File: config.mk
export PLATFORM = sky130hd
export DESIGN_NAME = angle_target_calibration_map_flat
export DESIGN_NICKNAME = d
export VERILOG_FILES = /design/src/hw/rtl/atcm_pkg.sv /design/src/hw/rtl/atcm_if.sv /design/src/hw/rtl/atcm_ctrl.sv /design/src/hw/rtl/atcm_dp.sv /design/src/hw/rtl/angle_target_calibration_map.sv /design/src/flat_wrapper.sv
export SDC_FILE = /design/constraint.sdc
export NUM_CORES = 2
export LEC_CHECK = 0
export ABC_AREA = 1
export BUFFER_PORTS_ARGS = -buffer_cell sky130_fd_sc_hd__buf_2
export CAP_MARGIN = 20
export CORE_ASPECT_RATIO = 1.25
export CORE_UTILIZATION = 58
export DETAILED_ROUTE_END_ITERATION = 10
export PLACE_DENSITY = 0.77
export SLEW_MARGIN = 25
export SYNTH_ARGS = -nofsm -noshare
export SYNTH_HDL_FRONTEND = slang
export SYNTH_SLANG_ARGS = --single-unit
File: constraint.sdc
create_clock -name clk -period 7.6 [get_ports clk]
set_input_delay 1.14 -clock clk [delete_from_list [all_inputs] [get_ports clk]]
set_output_delay 1.14 -clock clk [all_outputs]
set_load 0.02 [all_outputs]
File: src/hw/rtl/atcm_pkg.sv
`timescale 1ns / 1ps
// Shared types and constants for the angle/target calibration map.
// Used by the channel interfaces, controller, datapath and top level.
package atcm_pkg;

  localparam int TABLE_DEPTH = 64;
  localparam int IDX_W       = $clog2(TABLE_DEPTH);
  localparam int CNT_W       = IDX_W + 1;
  localparam int ANG_W       = 16;
  localparam int TGT_W       = 12;
  localparam int OPW         = ANG_W + 1;          // signed operand width
  localparam int NUM_W       = 2 * ANG_W + 2;      // product magnitude width
  localparam int DCNT_W      = $clog2(NUM_W + 1);
  localparam int RES_W       = ANG_W + 4;          // signed result width

  localparam logic [TGT_W-1:0] TGT_MAX = 12'hfff;

  localparam logic [1:0] CFG_TABLE_ENABLE = 2'd0;
  localparam logic [1:0] CFG_MIN_ANGLE    = 2'd1;
  localparam logic [1:0] CFG_MAX_ANGLE    = 2'd2;

  localparam logic [ANG_W-1:0] MAX_ANGLE_RST = 16'd46080;

  typedef enum logic [1:0] {
    FN_CLEAR  = 2'd0,
    FN_APPEND = 2'd1,
    FN_A2T    = 2'd2,
    FN_T2A    = 2'd3
  } atcm_func_t;

  typedef enum logic [3:0] {
    ST_IDLE,
    ST_DECODE,
    ST_SCAN_RD,
    ST_SCAN_EV,
    ST_SETUP,
    ST_MUL,
    ST_DIV,
    ST_ROUND,
    ST_FINISH
  } atcm_state_t;

  typedef struct packed {
    logic capture;
    logic decode;
    logic scan_ev;
    logic setup;
    logic mul;
    logic div_step;
    logic round;
    logic load_out;
  } atcm_cmd_t;

  typedef struct packed {
    atcm_func_t func;
    logic       lut_ok;
    logic       oor;
    logic       scan_done;
    logic       div_done;
    logic       out_free;
  } atcm_sts_t;

endpackage

File: src/hw/rtl/atcm_if.sv
`timescale 1ns / 1ps
// Valid/ready channel interfaces for requests and results.
// Depends on atcm_pkg for field widths.
interface atcm_in_if;
  logic                       valid;
  logic                       ready;
  logic [1:0]                 func;
  logic [atcm_pkg::ANG_W-1:0] angle_in;
  logic [atcm_pkg::TGT_W-1:0] target_in;
  logic                       use_table;
  modport source (output valid, func, angle_in, target_in, use_table, input ready);
  modport sink   (input valid, func, angle_in, target_in, use_table, output ready);
endinterface

interface atcm_out_if;
  logic                       valid;
  logic                       ready;
  logic [atcm_pkg::TGT_W-1:0] target_out;
  logic [atcm_pkg::ANG_W-1:0] angle_out;
  logic                       stop_motor;
  logic                       table_used;
  logic                       status;
  modport source (output valid, target_out, angle_out, stop_motor, table_used, status,
                  input ready);
  modport sink   (input valid, target_out, angle_out, stop_motor, table_used, status,
                  output ready);
endinterface

File: src/hw/rtl/atcm_ctrl.sv
`timescale 1ns / 1ps
// Sequencer for the calibration map: decode, table scan, multiply, divide, round.
// Depends on atcm_pkg.
module atcm_ctrl (
  input  logic                clk,
  input  logic                rst_n,
  input  logic                in_valid,
  output logic                in_ready,
  input  atcm_pkg::atcm_sts_t sts,
  output atcm_pkg::atcm_cmd_t cmd
);
  import atcm_pkg::*;

  atcm_state_t state_r, state_nxt;

  always_ff @(posedge clk) begin
    if (!rst_n) begin
      state_r <= ST_IDLE;
    end else begin
      state_r <= state_nxt;
    end
  end

  always_comb begin
    state_nxt = state_r;
    case (state_r)
      ST_IDLE: begin
        if (in_valid) state_nxt = ST_DECODE;
      end
      ST_DECODE: begin
        case (sts.func)
          FN_CLEAR, FN_APPEND: state_nxt = ST_FINISH;
          FN_A2T: begin
            if (sts.oor) state_nxt = ST_FINISH;
            else if (sts.lut_ok) state_nxt = ST_SCAN_RD;
            else state_nxt = ST_SETUP;
          end
          default: begin
            state_nxt = sts.lut_ok ? ST_SCAN_RD : ST_SETUP;
          end
        endcase
      end
      ST_SCAN_RD: state_nxt = sts.scan_done ? ST_SETUP : ST_SCAN_EV;
      ST_SCAN_EV: state_nxt = ST_SCAN_RD;
      ST_SETUP:   state_nxt = ST_MUL;
      ST_MUL:     state_nxt = ST_DIV;
      ST_DIV: begin
        if (sts.div_done) state_nxt = ST_ROUND;
      end
      ST_ROUND:   state_nxt = ST_FINISH;
      ST_FINISH: begin
        if (sts.out_free) state_nxt = ST_IDLE;
      end
      default:    state_nxt = ST_IDLE;
    endcase
  end

  always_comb begin
    cmd      = '0;
    in_ready = 1'b0;
    case (state_r)
      ST_IDLE: begin
        in_ready    = 1'b1;
        cmd.capture = in_valid;
      end
      ST_DECODE:  cmd.decode   = 1'b1;
      ST_SCAN_EV: cmd.scan_ev  = 1'b1;
      ST_SETUP:   cmd.setup    = 1'b1;
      ST_MUL:     cmd.mul      = 1'b1;
      ST_DIV:     cmd.div_step = !sts.div_done;
      ST_ROUND:   cmd.round    = 1'b1;
      ST_FINISH:  cmd.load_out = sts.out_free;
      default: ;
    endcase
  end

endmodule

File: src/hw/rtl/atcm_dp.sv
`timescale 1ns / 1ps
// Datapath: config registers, pair table memory, bracket scan, multiplier,
// bit-serial divider, rounding and result register. Depends on atcm_pkg.
module atcm_dp (
  input  logic                       clk,
  input  logic                       rst_n,
  input  logic                       cfg_we,
  input  logic [1:0]                 cfg_idx,
  input  logic [atcm_pkg::ANG_W-1:0] cfg_data,
  input  logic [1:0]                 req_func,
  input  logic [atcm_pkg::ANG_W-1:0] req_angle,
  input  logic [atcm_pkg::TGT_W-1:0] req_target,
  input  logic                       req_use_table,
  input  atcm_pkg::atcm_cmd_t        cmd,
  output atcm_pkg::atcm_sts_t        sts,
  output logic                       out_valid,
  input  logic                       out_ready,
  output logic [atcm_pkg::TGT_W-1:0] out_target,
  output logic [atcm_pkg::ANG_W-1:0] out_angle,
  output logic                       out_stop,
  output logic                       out_used,
  output logic                       out_status
);
  import atcm_pkg::*;

  // configuration
  logic             tbl_en_r;
  logic [ANG_W-1:0] min_r, max_r;

  always_ff @(posedge clk) begin
    if (!rst_n) begin
      tbl_en_r <= 1'b0;
      min_r    <= '0;
      max_r    <= MAX_ANGLE_RST;
    end else if (cfg_we) begin
      case (cfg_idx)
        CFG_TABLE_ENABLE: tbl_en_r <= cfg_data[0];
        CFG_MIN_ANGLE:    min_r    <= cfg_data;
        CFG_MAX_ANGLE:    max_r    <= cfg_data;
        default: ;
      endcase
    end
  end

  // captured request
  atcm_func_t       func_r;
  logic [ANG_W-1:0] ang_r;
  logic [TGT_W-1:0] tgt_r;
  logic             use_r;

  always_ff @(posedge clk) begin
    if (cmd.capture) begin
      func_r <= atcm_func_t'(req_func);
      ang_r  <= req_angle;
      tgt_r  <= req_target;
      use_r  <= req_use_table;
    end
  end

  // pair table: {target, angle}
  logic [TGT_W+ANG_W-1:0] mem [TABLE_DEPTH];
  logic [TGT_W+ANG_W-1:0] rd_data_r;
  logic [CNT_W-1:0]       count_r;
  logic [CNT_W-1:0]       idx_r;
  logic                   full_r;
  logic                   full;

  assign full = (count_r == CNT_W'(TABLE_DEPTH));

  always_ff @(posedge clk) begin
    if (!rst_n) begin
      count_r <= '0;
    end else if (cmd.decode && func_r == FN_CLEAR) begin
      count_r <= '0;
    end else if (cmd.decode && func_r == FN_APPEND && !full) begin
      count_r <= count_r + 1'b1;
    end
  end

  always_ff @(posedge clk) begin
    if (cmd.decode && func_r == FN_APPEND && !full) begin
      mem[count_r[IDX_W-1:0]] <= {tgt_r, ang_r};
    end
    rd_data_r <= mem[idx_r[IDX_W-1:0]];
    if (cmd.decode) full_r <= full;
  end

  // bracket scan
  logic             by_angle;
  logic [ANG_W-1:0] x;
  logic [ANG_W-1:0] key, val;
  logic [ANG_W-1:0] k_lo_r, v_lo_r, k_hi_r, v_hi_r;
  logic             have_lo_r, have_hi_r;
  logic             lut_ok_r;

  assign by_angle = (func_r == FN_A2T);
  assign x        = by_angle ? ang_r : {{(ANG_W-TGT_W){1'b0}}, tgt_r};
  assign key = by_angle ? rd_data_r[ANG_W-1:0]
                        : {{(ANG_W-TGT_W){1'b0}}, rd_data_r[TGT_W+ANG_W-1:ANG_W]};
  assign val = by_angle ? {{(ANG_W-TGT_W){1'b0}}, rd_data_r[TGT_W+ANG_W-1:ANG_W]}
                        : rd_data_r[ANG_W-1:0];

  always_ff @(posedge clk) begin
    if (cmd.decode) begin
      idx_r     <= '0;
      have_lo_r <= 1'b0;
      have_hi_r <= 1'b0;
      lut_ok_r  <= use_r && tbl_en_r && (count_r != '0);
      k_lo_r    <= by_angle ? min_r : '0;
      v_lo_r    <= by_angle ? '0 : min_r;
      k_hi_r    <= by_angle ? max_r : {{(ANG_W-TGT_W){1'b0}}, TGT_MAX};
      v_hi_r    <= by_angle ? {{(ANG_W-TGT_W){1'b0}}, TGT_MAX} : max_r;
    end else if (cmd.scan_ev) begin
      idx_r <= idx_r + 1'b1;
      if (key <= x) begin
        k_lo_r    <= key;
        v_lo_r    <= val;
        have_lo_r <= 1'b1;
      end
      if (key >= x && !have_hi_r) begin
        k_hi_r    <= key;
        v_hi_r    <= val;
        have_hi_r <= 1'b1;
      end
    end
  end

  // operand select
  logic signed [OPW-1:0] a_r, b_r, d_r, base_r;
  logic signed [OPW-1:0] min_s, max_s;

  assign min_s = $signed({1'b0, min_r});
  assign max_s = $signed({1'b0, max_r});

  always_ff @(posedge clk) begin
    if (cmd.setup) begin
      if (lut_ok_r) begin
        a_r    <= $signed({1'b0, x}) - $signed({1'b0, k_lo_r});
        b_r    <= $signed({1'b0, v_hi_r}) - $signed({1'b0, v_lo_r});
        d_r    <= $signed({1'b0, k_hi_r}) - $signed({1'b0, k_lo_r});
        base_r <= $signed({1'b0, v_lo_r});
      end else if (by_angle) begin
        a_r    <= $signed({1'b0, ang_r}) - min_s;
        b_r    <= $signed({{(OPW-TGT_W){1'b0}}, TGT_MAX});
        d_r    <= max_s - min_s;
        base_r <= '0;
      end else begin
        a_r    <= $signed({{(OPW-TGT_W){1'b0}}, tgt_r});
        b_r    <= max_s - min_s;
        d_r    <= $signed({{(OPW-TGT_W){1'b0}}, TGT_MAX});
        base_r <= min_s;
      end
    end
  end

  // multiply magnitudes, then divide one quotient bit per cycle
  logic [OPW-1:0]    a_mag, b_mag;
  logic              neg_r;
  logic [NUM_W-1:0]  quo_r;
  logic [OPW-1:0]    rem_r;
  logic [DCNT_W-1:0] dcnt_r;
  logic [OPW:0]      rem_sh;
  logic [OPW:0]      d_ext;

  assign a_mag  = a_r[OPW-1] ? OPW'(-a_r) : OPW'(a_r);
  assign b_mag  = b_r[OPW-1] ? OPW'(-b_r) : OPW'(b_r);
  assign rem_sh = {rem_r, quo_r[NUM_W-1]};
  assign d_ext  = {1'b0, d_r};

  always_ff @(posedge clk) begin
    if (!rst_n) begin
      dcnt_r <= '0;
    end else if (cmd.mul) begin
      dcnt_r <= DCNT_W'(NUM_W);
    end else if (cmd.div_step) begin
      dcnt_r <= dcnt_r - 1'b1;
    end
  end

  always_ff @(posedge clk) begin
    if (cmd.mul) begin
      quo_r <= NUM_W'(a_mag * b_mag);
      rem_r <= '0;
      neg_r <= a_r[OPW-1] ^ b_r[OPW-1];
    end else if (cmd.div_step) begin
      if (rem_sh >= d_ext) begin
        rem_r <= OPW'(rem_sh - d_ext);
        quo_r <= {quo_r[NUM_W-2:0], 1'b1};
      end else begin
        rem_r <= rem_sh[OPW-1:0];
        quo_r <= {quo_r[NUM_W-2:0], 1'b0};
      end
    end
  end

  // round to nearest even, apply sign and base, clamp at zero
  logic [OPW:0]          rem2;
  logic                  up;
  logic [NUM_W-1:0]      qr;
  logic signed [RES_W-1:0] qv, res;
  logic [ANG_W-1:0]      res_r;

  assign rem2 = {rem_r, 1'b0};
  assign up   = (rem2 > d_ext) || (rem2 == d_ext && quo_r[0]);
  assign qr   = quo_r + NUM_W'(up);
  assign qv   = neg_r ? -$signed({2'b0, qr[RES_W-3:0]}) : $signed({2'b0, qr[RES_W-3:0]});
  assign res  = (d_r <= 0) ? RES_W'(base_r) : RES_W'(base_r) + qv;

  always_ff @(posedge clk) begin
    if (cmd.round) res_r <= res[RES_W-1] ? '0 : res[ANG_W-1:0];
  end

  // result register
  logic             out_valid_r;
  logic [TGT_W-1:0] out_target_r;
  logic [ANG_W-1:0] out_angle_r;
  logic             out_stop_r, out_used_r, out_status_r;
  logic             below, above, oor;

  assign below = ang_r < min_r;
  assign above = ang_r > max_r;
  assign oor   = below || above;

  always_ff @(posedge clk) begin
    if (!rst_n) begin
      out_valid_r <= 1'b0;
    end else if (cmd.load_out) begin
      out_valid_r <= 1'b1;
    end else if (out_ready) begin
      out_valid_r <= 1'b0;
    end
  end

  always_ff @(posedge clk) begin
    if (cmd.load_out) begin
      out_target_r <= '0;
      out_angle_r  <= '0;
      out_stop_r   <= 1'b0;
      out_used_r   <= 1'b0;
      out_status_r <= 1'b0;
      case (func_r)
        FN_APPEND: out_status_r <= full_r;
        FN_A2T: begin
          if (oor) begin
            // below the range wins when min is above max
            out_target_r <= below ? '0 : TGT_MAX;
            out_stop_r   <= 1'b1;
          end else begin
            out_target_r <= res_r[TGT_W-1:0];
            out_used_r   <= lut_ok_r;
          end
        end
        FN_T2A: begin
          out_angle_r <= res_r;
          out_used_r  <= lut_ok_r;
        end
        default: ;
      endcase
    end
  end

  assign out_valid  = out_valid_r;
  assign out_target = out_target_r;
  assign out_angle  = out_angle_r;
  assign out_stop   = out_stop_r;
  assign out_used   = out_used_r;
  assign out_status = out_status_r;

  assign sts.func      = func_r;
  assign sts.lut_ok    = use_r && tbl_en_r && (count_r != '0);
  assign sts.oor       = oor;
  assign sts.scan_done = (idx_r == count_r) || (have_lo_r && have_hi_r);
  assign sts.div_done  = (dcnt_r == '0);
  assign sts.out_free  = !out_valid_r || out_ready;

endmodule

File: src/hw/rtl/angle_target_calibration_map.sv
`timescale 1ns / 1ps
// Angle <-> 12-bit servo target map, linear or over a loaded pair table.
// Depends on atcm_pkg, atcm_if, atcm_ctrl and atcm_dp.
//
// One request at a time. Clear and append requests, and angle-to-target
// requests outside [min_angle, max_angle], skip the scan and arithmetic and go
// from decode straight to the result. Conversions pass through setup, multiply,
// divide and round, and, when the table is used, a bracket scan first: the scan
// alternates a read step and an evaluate step for each entry of the pair
// memory, and the 34-bit quotient comes from a restoring
// divider producing one bit per cycle.
// A finished result sits in an output register, so a new request can be
// accepted while it waits. Table contents are undefined until appended;
// clear only resets the entry count.
module angle_target_calibration_map (
  input  logic                       clk,
  input  logic                       rst_n,
  atcm_in_if.sink                    in_ch,
  atcm_out_if.source                 out_ch,
  input  logic                       cfg_we,
  input  logic [1:0]                 cfg_idx,
  input  logic [atcm_pkg::ANG_W-1:0] cfg_data
);
  import atcm_pkg::*;

  atcm_cmd_t cmd;
  atcm_sts_t sts;

  atcm_ctrl u_ctrl (
    .clk      (clk),
    .rst_n    (rst_n),
    .in_valid (in_ch.valid),
    .in_ready (in_ch.ready),
    .sts      (sts),
    .cmd      (cmd)
  );

  atcm_dp u_dp (
    .clk           (clk),
    .rst_n         (rst_n),
    .cfg_we        (cfg_we),
    .cfg_idx       (cfg_idx),
    .cfg_data      (cfg_data),
    .req_func      (in_ch.func),
    .req_angle     (in_ch.angle_in),
    .req_target    (in_ch.target_in),
    .req_use_table (in_ch.use_table),
    .cmd           (cmd),
    .sts           (sts),
    .out_valid     (out_ch.valid),
    .out_ready     (out_ch.ready),
    .out_target    (out_ch.target_out),
    .out_angle     (out_ch.angle_out),
    .out_stop      (out_ch.stop_motor),
    .out_used      (out_ch.table_used),
    .out_status    (out_ch.status)
  );

endmodule
File: src/flat_wrapper.sv
// flat-port wrapper written by rule: the top's interface ports become plain ports
module angle_target_calibration_map_flat import atcm_pkg::*;
  (clk, rst_n, cfg_we, cfg_idx, cfg_data, in_ch_valid, in_ch_func, in_ch_angle_in, in_ch_target_in, in_ch_use_table, in_ch_ready, out_ch_valid, out_ch_target_out, out_ch_angle_out, out_ch_stop_motor, out_ch_table_used, out_ch_status, out_ch_ready);
  atcm_in_if in_ch_i ();
  atcm_out_if out_ch_i ();
  input  logic clk;
  input  logic rst_n;
  input  logic cfg_we;
  input  logic [1:0] cfg_idx;
  input  logic [atcm_pkg::ANG_W-1:0] cfg_data;
  input wire logic [$bits(in_ch_i.valid)-1:0] in_ch_valid;
  input wire logic [$bits(in_ch_i.func)-1:0] in_ch_func;
  input wire logic [$bits(in_ch_i.angle_in)-1:0] in_ch_angle_in;
  input wire logic [$bits(in_ch_i.target_in)-1:0] in_ch_target_in;
  input wire logic [$bits(in_ch_i.use_table)-1:0] in_ch_use_table;
  output wire logic [$bits(in_ch_i.ready)-1:0] in_ch_ready;
  output wire logic [$bits(out_ch_i.valid)-1:0] out_ch_valid;
  output wire logic [$bits(out_ch_i.target_out)-1:0] out_ch_target_out;
  output wire logic [$bits(out_ch_i.angle_out)-1:0] out_ch_angle_out;
  output wire logic [$bits(out_ch_i.stop_motor)-1:0] out_ch_stop_motor;
  output wire logic [$bits(out_ch_i.table_used)-1:0] out_ch_table_used;
  output wire logic [$bits(out_ch_i.status)-1:0] out_ch_status;
  input wire logic [$bits(out_ch_i.ready)-1:0] out_ch_ready;
  assign in_ch_i.valid = in_ch_valid;
  assign in_ch_i.func = in_ch_func;
  assign in_ch_i.angle_in = in_ch_angle_in;
  assign in_ch_i.target_in = in_ch_target_in;
  assign in_ch_i.use_table = in_ch_use_table;
  assign in_ch_ready = in_ch_i.ready;
  assign out_ch_valid = out_ch_i.valid;
  assign out_ch_target_out = out_ch_i.target_out;
  assign out_ch_angle_out = out_ch_i.angle_out;
  assign out_ch_stop_motor = out_ch_i.stop_motor;
  assign out_ch_table_used = out_ch_i.table_used;
  assign out_ch_status = out_ch_i.status;
  assign out_ch_i.ready = out_ch_ready;
  angle_target_calibration_map u_core (.clk(clk), .rst_n(rst_n), .in_ch(in_ch_i), .out_ch(out_ch_i), .cfg_we(cfg_we), .cfg_idx(cfg_idx), .cfg_data(cfg_data));
endmodule
# Word-level counts from Yosys, hierarchy flattened
# Memory sizes are Yosys's and may differ from the RTL's. A register that Yosys moved wholly into a read port is not among the register bits.
# Cells that the tools add are included.
[op_classes] addsub=14 order_cmp=7 n_mul=1 mux=63 reduce_logical=37 eq_ne=19 bitwise=2
[ops] op="two-way mux 16 bit" n=21
[ops] op="two-way mux 17 bit" n=9
[ops] op="subtractor 16 x 16 -> 17 bit" n=5
[ops] op="two-way mux 34 bit" n=2
[ops] op="two-way mux 20 bit" n=2
[ops] op="case mux 4 bit (9 select lines)" n=1
[ops] op="multiplier 17 x 17 -> 34 bit" n=1
[ops] op="negation 17 bit" n=2
[ops] op="two-way mux 12 bit" n=2
[ops] op="adder 17 x 20 -> 20 bit" n=1
[ops] op="negation 18 -> 20 bit" n=1
[ops] op="adder 18 x 1 -> 18 bit" n=1
[ops] op="== test 18 x 17 -> 1 bit" n=1
[ops] op="greater-or-equal comparator 18 x 17 -> 1 bit" n=1
[ops] op="> comparator 18 x 17 -> 1 bit" n=1
[ops] op="less-or-equal comparator 17 x 1 -> 1 bit, second input constant" n=1
[ops] op="subtractor 17 bit" n=1
[ops] op="== test 4 x 3 -> 1 bit, second input constant" n=4
[ops] op="greater-or-equal comparator 16 bit" n=1
[ops] op="> comparator 16 bit" n=1
[ops] op="less-or-equal comparator 16 bit" n=1
[ops] op="< comparator 16 bit" n=1
[ops] op="two-way mux 1 bit" n=16
[ops] op="two-way mux 4 bit" n=4
[ops] op="other kinds (27)" n=62
[word_totals] input_bits=54 ram_bits=1792 out_inout_bits=33 reg_bits=323 elab_cells=178 memories=1
[mem_list] name="u_core.u_dp.mem" words=64 width=28 rd=1 rd_clocked_by_memory_dff=1 wr=1 line_no="atcm_dp.sv:61" text="logic [TGT_W+ANG_W-1:0] mem [TABLE_DEPTH];"

# Logic depth before layout (Yosys ltp)
[depth] depth_word=8 ltp_mapped=40 ltp_nobuf=40

# Hierarchy
# Synthesis repeated with hierarchy kept, for this count alone.
[unflattened] hier_cells=8939 hier_area_um2=100717.8
[by_module_without_submodules] module="atcm_dp" cells_per_inst=8877 area_each_um2=100385.0 n_inst=1
[by_module_without_submodules] module="atcm_ctrl" cells_per_inst=62 area_each_um2=332.8 n_inst=1

# Least setup slack after synthesis
# Ideal clock, no wire load.
[synth_timing] path_type="register to register" start="register u_core.u_dp.a_r[0]" end="register u_core.u_dp.quo_r[33], data pin" synth_period_minus_slack_ns=7.102 required_time_ns=7.347 setup_time_ns=0.253 stages_incl_launch_ff=31 arrival_ns=6.848 path_slack_ns=0.498 path_buffers=2 path_cell_list="edfxtp_1 -> inv_1 -> clkbuf_1 -> ha_1 -> nand3_1 -> nor3_1 -> inv_1 -> nor2_1 -> nor2_1 -> xor2_1 -> clkbuf_1 -> nand2_1 -> fa_1 -> fa_1 -> fa_1 -> fa_1 -> inv_1 -> fa_1 -> inv_1 -> fa_1 -> inv_1 -> ha_1 -> a21oi_1 -> o21ai_0 -> a21oi_1 -> o21ai_0 -> nand3_1 -> nand2_1 -> or2_2 -> nand3_1 -> nand2_1"
[synth_via] elab_chain_len=4
[synth_rtl] item="start, declared" line_no="atcm_dp.sv:129" text="logic signed [OPW-1:0] a_r, b_r, d_r, base_r;"
[synth_rtl] item="start signal, assigned" line_no="atcm_dp.sv:138" text="a_r <= $signed({1'b0, x}) - $signed({1'b0, k_lo_r});"
[synth_rtl] item="start signal, assigned" line_no="atcm_dp.sv:143" text="a_r <= $signed({1'b0, ang_r}) - min_s;"
[synth_rtl] item="start signal, assigned" line_no="atcm_dp.sv:148" text="a_r <= $signed({{(OPW-TGT_W){1'b0}}, tgt_r});"
[synth_rtl] item="negation 17 bit" line_no="atcm_dp.sv:165" text="assign a_mag = a_r[OPW-1] ? OPW'(-a_r) : OPW'(a_r);"
[synth_rtl] item="two-way mux 17 bit (*)" line_no="atcm_dp.sv:165"
[synth_rtl] item="multiplier 17 x 17 -> 34 bit (*)" line_no="atcm_dp.sv:182" text="quo_r <= NUM_W'(a_mag * b_mag);"
[synth_rtl] item="two-way mux 34 bit (*)" line_no="atcm_dp.sv:181" text="if (cmd.mul) begin"
[synth_rtl] item="end signal, assigned" line_no="atcm_dp.sv:182"
[synth_rtl] item="end signal, assigned" line_no="atcm_dp.sv:188" text="quo_r <= {quo_r[NUM_W-2:0], 1'b1};"
[synth_rtl] item="end signal, assigned" line_no="atcm_dp.sv:191" text="quo_r <= {quo_r[NUM_W-2:0], 1'b0};"
[synth_rtl] item="end, declared" line_no="atcm_dp.sv:159" text="logic [NUM_W-1:0] quo_r;"
# Every way passes the cells marked *; elsewhere a longest branch is shown, timed or not.
# A chain may end at the register's enable or synchronous reset.

# Worst setup path after layout
[layout_timing] start="register u_core.u_dp.a_r[1]" end="register u_core.u_dp.quo_r[22], data pin"
# The elaborated chain is that of the path after synthesis.

==> results.py <==
metrics = {
    "run_status": {
        "status": "finished clean",
    },
    "yosys": {
        "syn_nets": 9560,
        "synthArstFlopShare_pct": 0,
        "synth_area_sq_um": 101000,
        "yosysTopAreaCellShare_pct": 60.7,
        "synth_top_family_by_area": "compound AO/OA/AOI/OAI gates",
        "seq_area_frac_synth_pct": 62.7,
        "yosys.cell_count.top_type": "edfxtp_1",
        "synth_cells": 9012,
        "ys_seq_elements": 2143,
        "yosys-top-cells-count": "edfxtp_1 (2038), nor2_1 (1282), o21ai_0 (1201)",
        "yosysWarnings": 0,
        "synth_fa_ha_area_share_pct": 7.85,
        "synth-xor-area-share_pct": 0.814,
        "synth_compound_area_share_pct": 12.1,
        "avgSynthCellArea_sq_um": 11.2,
        "synth_edf_count": 2038,
        "synthMuxAreaShare_pct": 0.0397,
        "yosysTopAreaCell": "edfxtp_1",
        "ys_top_cells_by_area": "edfxtp_1 (61%), o21ai_0 (6.0%), nor2_1 (4.8%), fa_1 (4.6%), nand2_1 (4.0%)",
        "synthSimpleGateAreaFrac_pct": 11.8,
        "synth_cell_type_count": 58,
        "synth_ff_type": "edfxtp_1",
    },
    "place": {
        "numPortBuffers": 86,
        "dp_hpwl_um": 204000,
        "place.gp.congestion": 1.01,
    },
    "worst_setup_path": {
        "cp_common_cell": "inv_1",
        "critical_path_arrival_ns": 7.90,
        "crit_fanout": 9,
        "worstSetupPathType": "reg -> reg",
        "start_kind": "flop",
        "regToRegSetupSlack_ns": 0.32,
        "required_ns": 8.22,
        "critPathMaxStageDelay_ns": 0.56,
        "cpMaxStageDelayCell": "fa_1",
        "endpoint_kind": "flop",
    },
    "grt": {
        "antenna_found_initial": 24,
        "grt_pass1_wl_um": 457000,
        "grt_max_degree": 225,
        "grt_pass1_vias": 71798,
        "grtUsageTotal_pct": 35.6,
        "grt_overflow_total": 0,
    },
    "route": {
        "vias_per_cell": 6.41,
        "drtIter0Drc": 9875,
        "dr.pass1.iters": 6,
        "drtAntennaViolNets": 0,
        "drcViolationCount": 0,
        "wire_per_inst_um": 27.5,
        "wl_um": 316000,
        "dr_total_vias": 73509,
    },
    "floorplanning": {
        "die_w_um": 375,
        "ios": 87,
        "core_area_sq_um": 172000,
        "die_y_um": 468,
        "rows": 170,
        "start_util_pct": 58.6,
        "die-area_sq_um": 176000,
    },
    "sta": {
        "maxSlewViolCount": 0,
        "max_clock_freq_ghz": 0.137,
        "fin_crit_ns": 7.28,
        "fin_worst_skew_ns": 0.0495,
        "fin_crit_sh_pct": 95.8,
        "final_hold_viol_count": 0,
        "finalSetupViolCount": 0,
        "whs_ns": 0.432,
        "worstMarginPinSlew_ns": 1.17,
        "slew_headroom_pct": 21.8,
    },
    "worst_hold_path": {
        "holdCritPathClass": "in -> reg",
    },
    "final_layout": {
        "drive_gt1_share_pct": 8.23,
        "area_growth_pct": 10.6,
        "fin_nets": 9603,
        "fill_cells": 12646,
    },
    "clocking": {
        "cts_tree": "yes",
        "cts.sinks": 2143,
        "clkLatencyLatePin_ns": 0.89,
        "root_buffer": "clkbuf_16",
        "numCtsBuffers": 197,
        "h-tree-depth": 4,
        "clockBufferDepth": 3,
        "postCtsSetupRepairBufs": 0,
        "clkSlewWorstSetupHoldPaths_ns": 0.07,
    },
    "flow_run": {
        "max_cap_viol_count": 0,
    },
}
-- final cells by class --
cell class / instances / area [sq um] / share of cell area, %
Clock inverter: 89 / 757 / 0.678
Tap cell: 2236 / 2800 / 2.51
Multi-Input combinational cell: 5638 / 33500 / 30.0
Clock buffer: 272 / 5430 / 4.86
Timing Repair Buffer: 318 / 2960 / 2.66
Inverter: 757 / 2870 / 2.57
Antenna cell: 8 / 20.0 / 0.0179
Sequential cell: 2143 / 63300 / 56.7
-- sequential cells by signal, summed over array words and instances (netlist names), 17 cells and up --
name and count:
u_core.u_dp.a_r 17, u_core.u_dp.b_r 17, u_core.u_dp.d_r 17, u_core.u_dp.mem 1792
u_core.u_dp.quo_r 34, u_core.u_dp.rd_data_r 28, u_core.u_dp.rem_r 17
-- path summary, 6_finish.rpt --
check | startpoint | end | depth (start not counted)
setup reg to reg | u_core.u_dp.a_r[1] | u_core.u_dp.quo_r[22] | 28
setup / recovery | u_core.u_dp.a_r[1] | u_core.u_dp.quo_r[22] | 28
hold / removal | in_ch_angle_in[7] | u_core.u_dp.ang_r[7] | 1
hold reg to reg | u_core.u_dp.dcnt_r[0] | u_core.u_dp.dcnt_r[0] | 2
-- critical path, delay by kind of cell (launching register included) --
kind	cells	cell delay [ns]
AOI/OAI and AO/OA	3	0.48
adders and majority gates	8	3.70
buffers and inverters	7	0.53
DFF	1	0.36
and+or+nand+nor	10	1.93
-- cells in the final DEF (no fill, tap or decap), types with 12 or more instances in the layout --
| cell type | Yosys | routed |
|---|---|---|
| nor3_1 | 40 | 36 |
| xor2_1 | 50 | 50 |
| a31oi_1 | 13 | 13 |
| buf_4 | 2 | 183 |
| nor2_1 | 1282 | 1211 |
| nand3_1 | 364 | 364 |
| o31ai_1 | 20 | 19 |
| nand2_2 | 12 | 17 |
| clkinv_1 | 12 | 42 |
| xnor2_1 | 40 | 37 |
| clkbuf_16 | 0 | 202 |
| nor2_2 | 9 | 14 |
| clkinv_2 | 1 | 30 |
| a21oi_1 | 298 | 295 |
| a21o_1 | 13 | 13 |
| fa_1 | 231 | 231 |
| buf_12 | 0 | 23 |
| o21ai_0 | 1201 | 1198 |
| o211ai_1 | 69 | 69 |
| o221ai_1 | 190 | 190 |
| clkbuf_1 | 386 | 59 |
| ha_1 | 263 | 263 |
| a21oi_2 | 10 | 13 |
| nand4_1 | 79 | 79 |
| or2_2 | 21 | 21 |
| nor2_4 | 5 | 71 |
| buf_2 | 65 | 86 |
| edfxtp_1 | 2038 | 2038 |
| dfxtp_1 | 105 | 101 |
| nand2_1 | 1062 | 1057 |
| a21boi_0 | 13 | 12 |
| o22ai_1 | 276 | 276 |
| buf_16 | 0 | 25 |
| inv_1 | 737 | 735 |
-- per-stage QoR --
step                util (%)  TNS, ns  cells  setup WS [ns]  area (sq um)
finish                  64.8        0  11461          0.321        112000
global route            64.8  -0.0303  11455        -0.0213        112000
CTS                     64.7        0  11453         0.0933        112000
detailed placement      61.1   -0.215  11092        -0.0995        105000
global placement        60.6   -0.295  11056         -0.125        104000
floorplan                  -        0   9012          0.498        101000
-- metal layers --
metal / vias to the layer above / GRT usage (%) / share of wire, %
li1: 32080 / - / -
met1: 35680 / 42.1 / 34
met2: 4579 / 58.3 / 48
met3: 1146 / 6.31 / 9.7
met4: 24 / 27.3 / 8.8
met5: - / 0 / 0.050
-- cell families (layout without fill, tap and decap cells) --
family / Yosys count / in the layout
adder cells (fa/ha/maj): 494 / 494
XOR/XNOR: 92 / 92
multiplexers: 4 / 4
flip-flops: 2143 / 2143
other: 0 / 8
AO/OA/AOI/OAI: 2142 / 2142
buffers and inverters: 1231 / 1436
AND/OR/NAND/NOR: 2906 / 2906
-- repair_timing --
item / CTS / global route
setup endpoints to repair: 4 / 19
hold buffers: 0 / 0
resized for setup: 3 / 16
pin swaps: 0 / 0
Power is not shown: default switching activity piles up to over one toggle a cycle in this logic, so the estimate is an artifact.
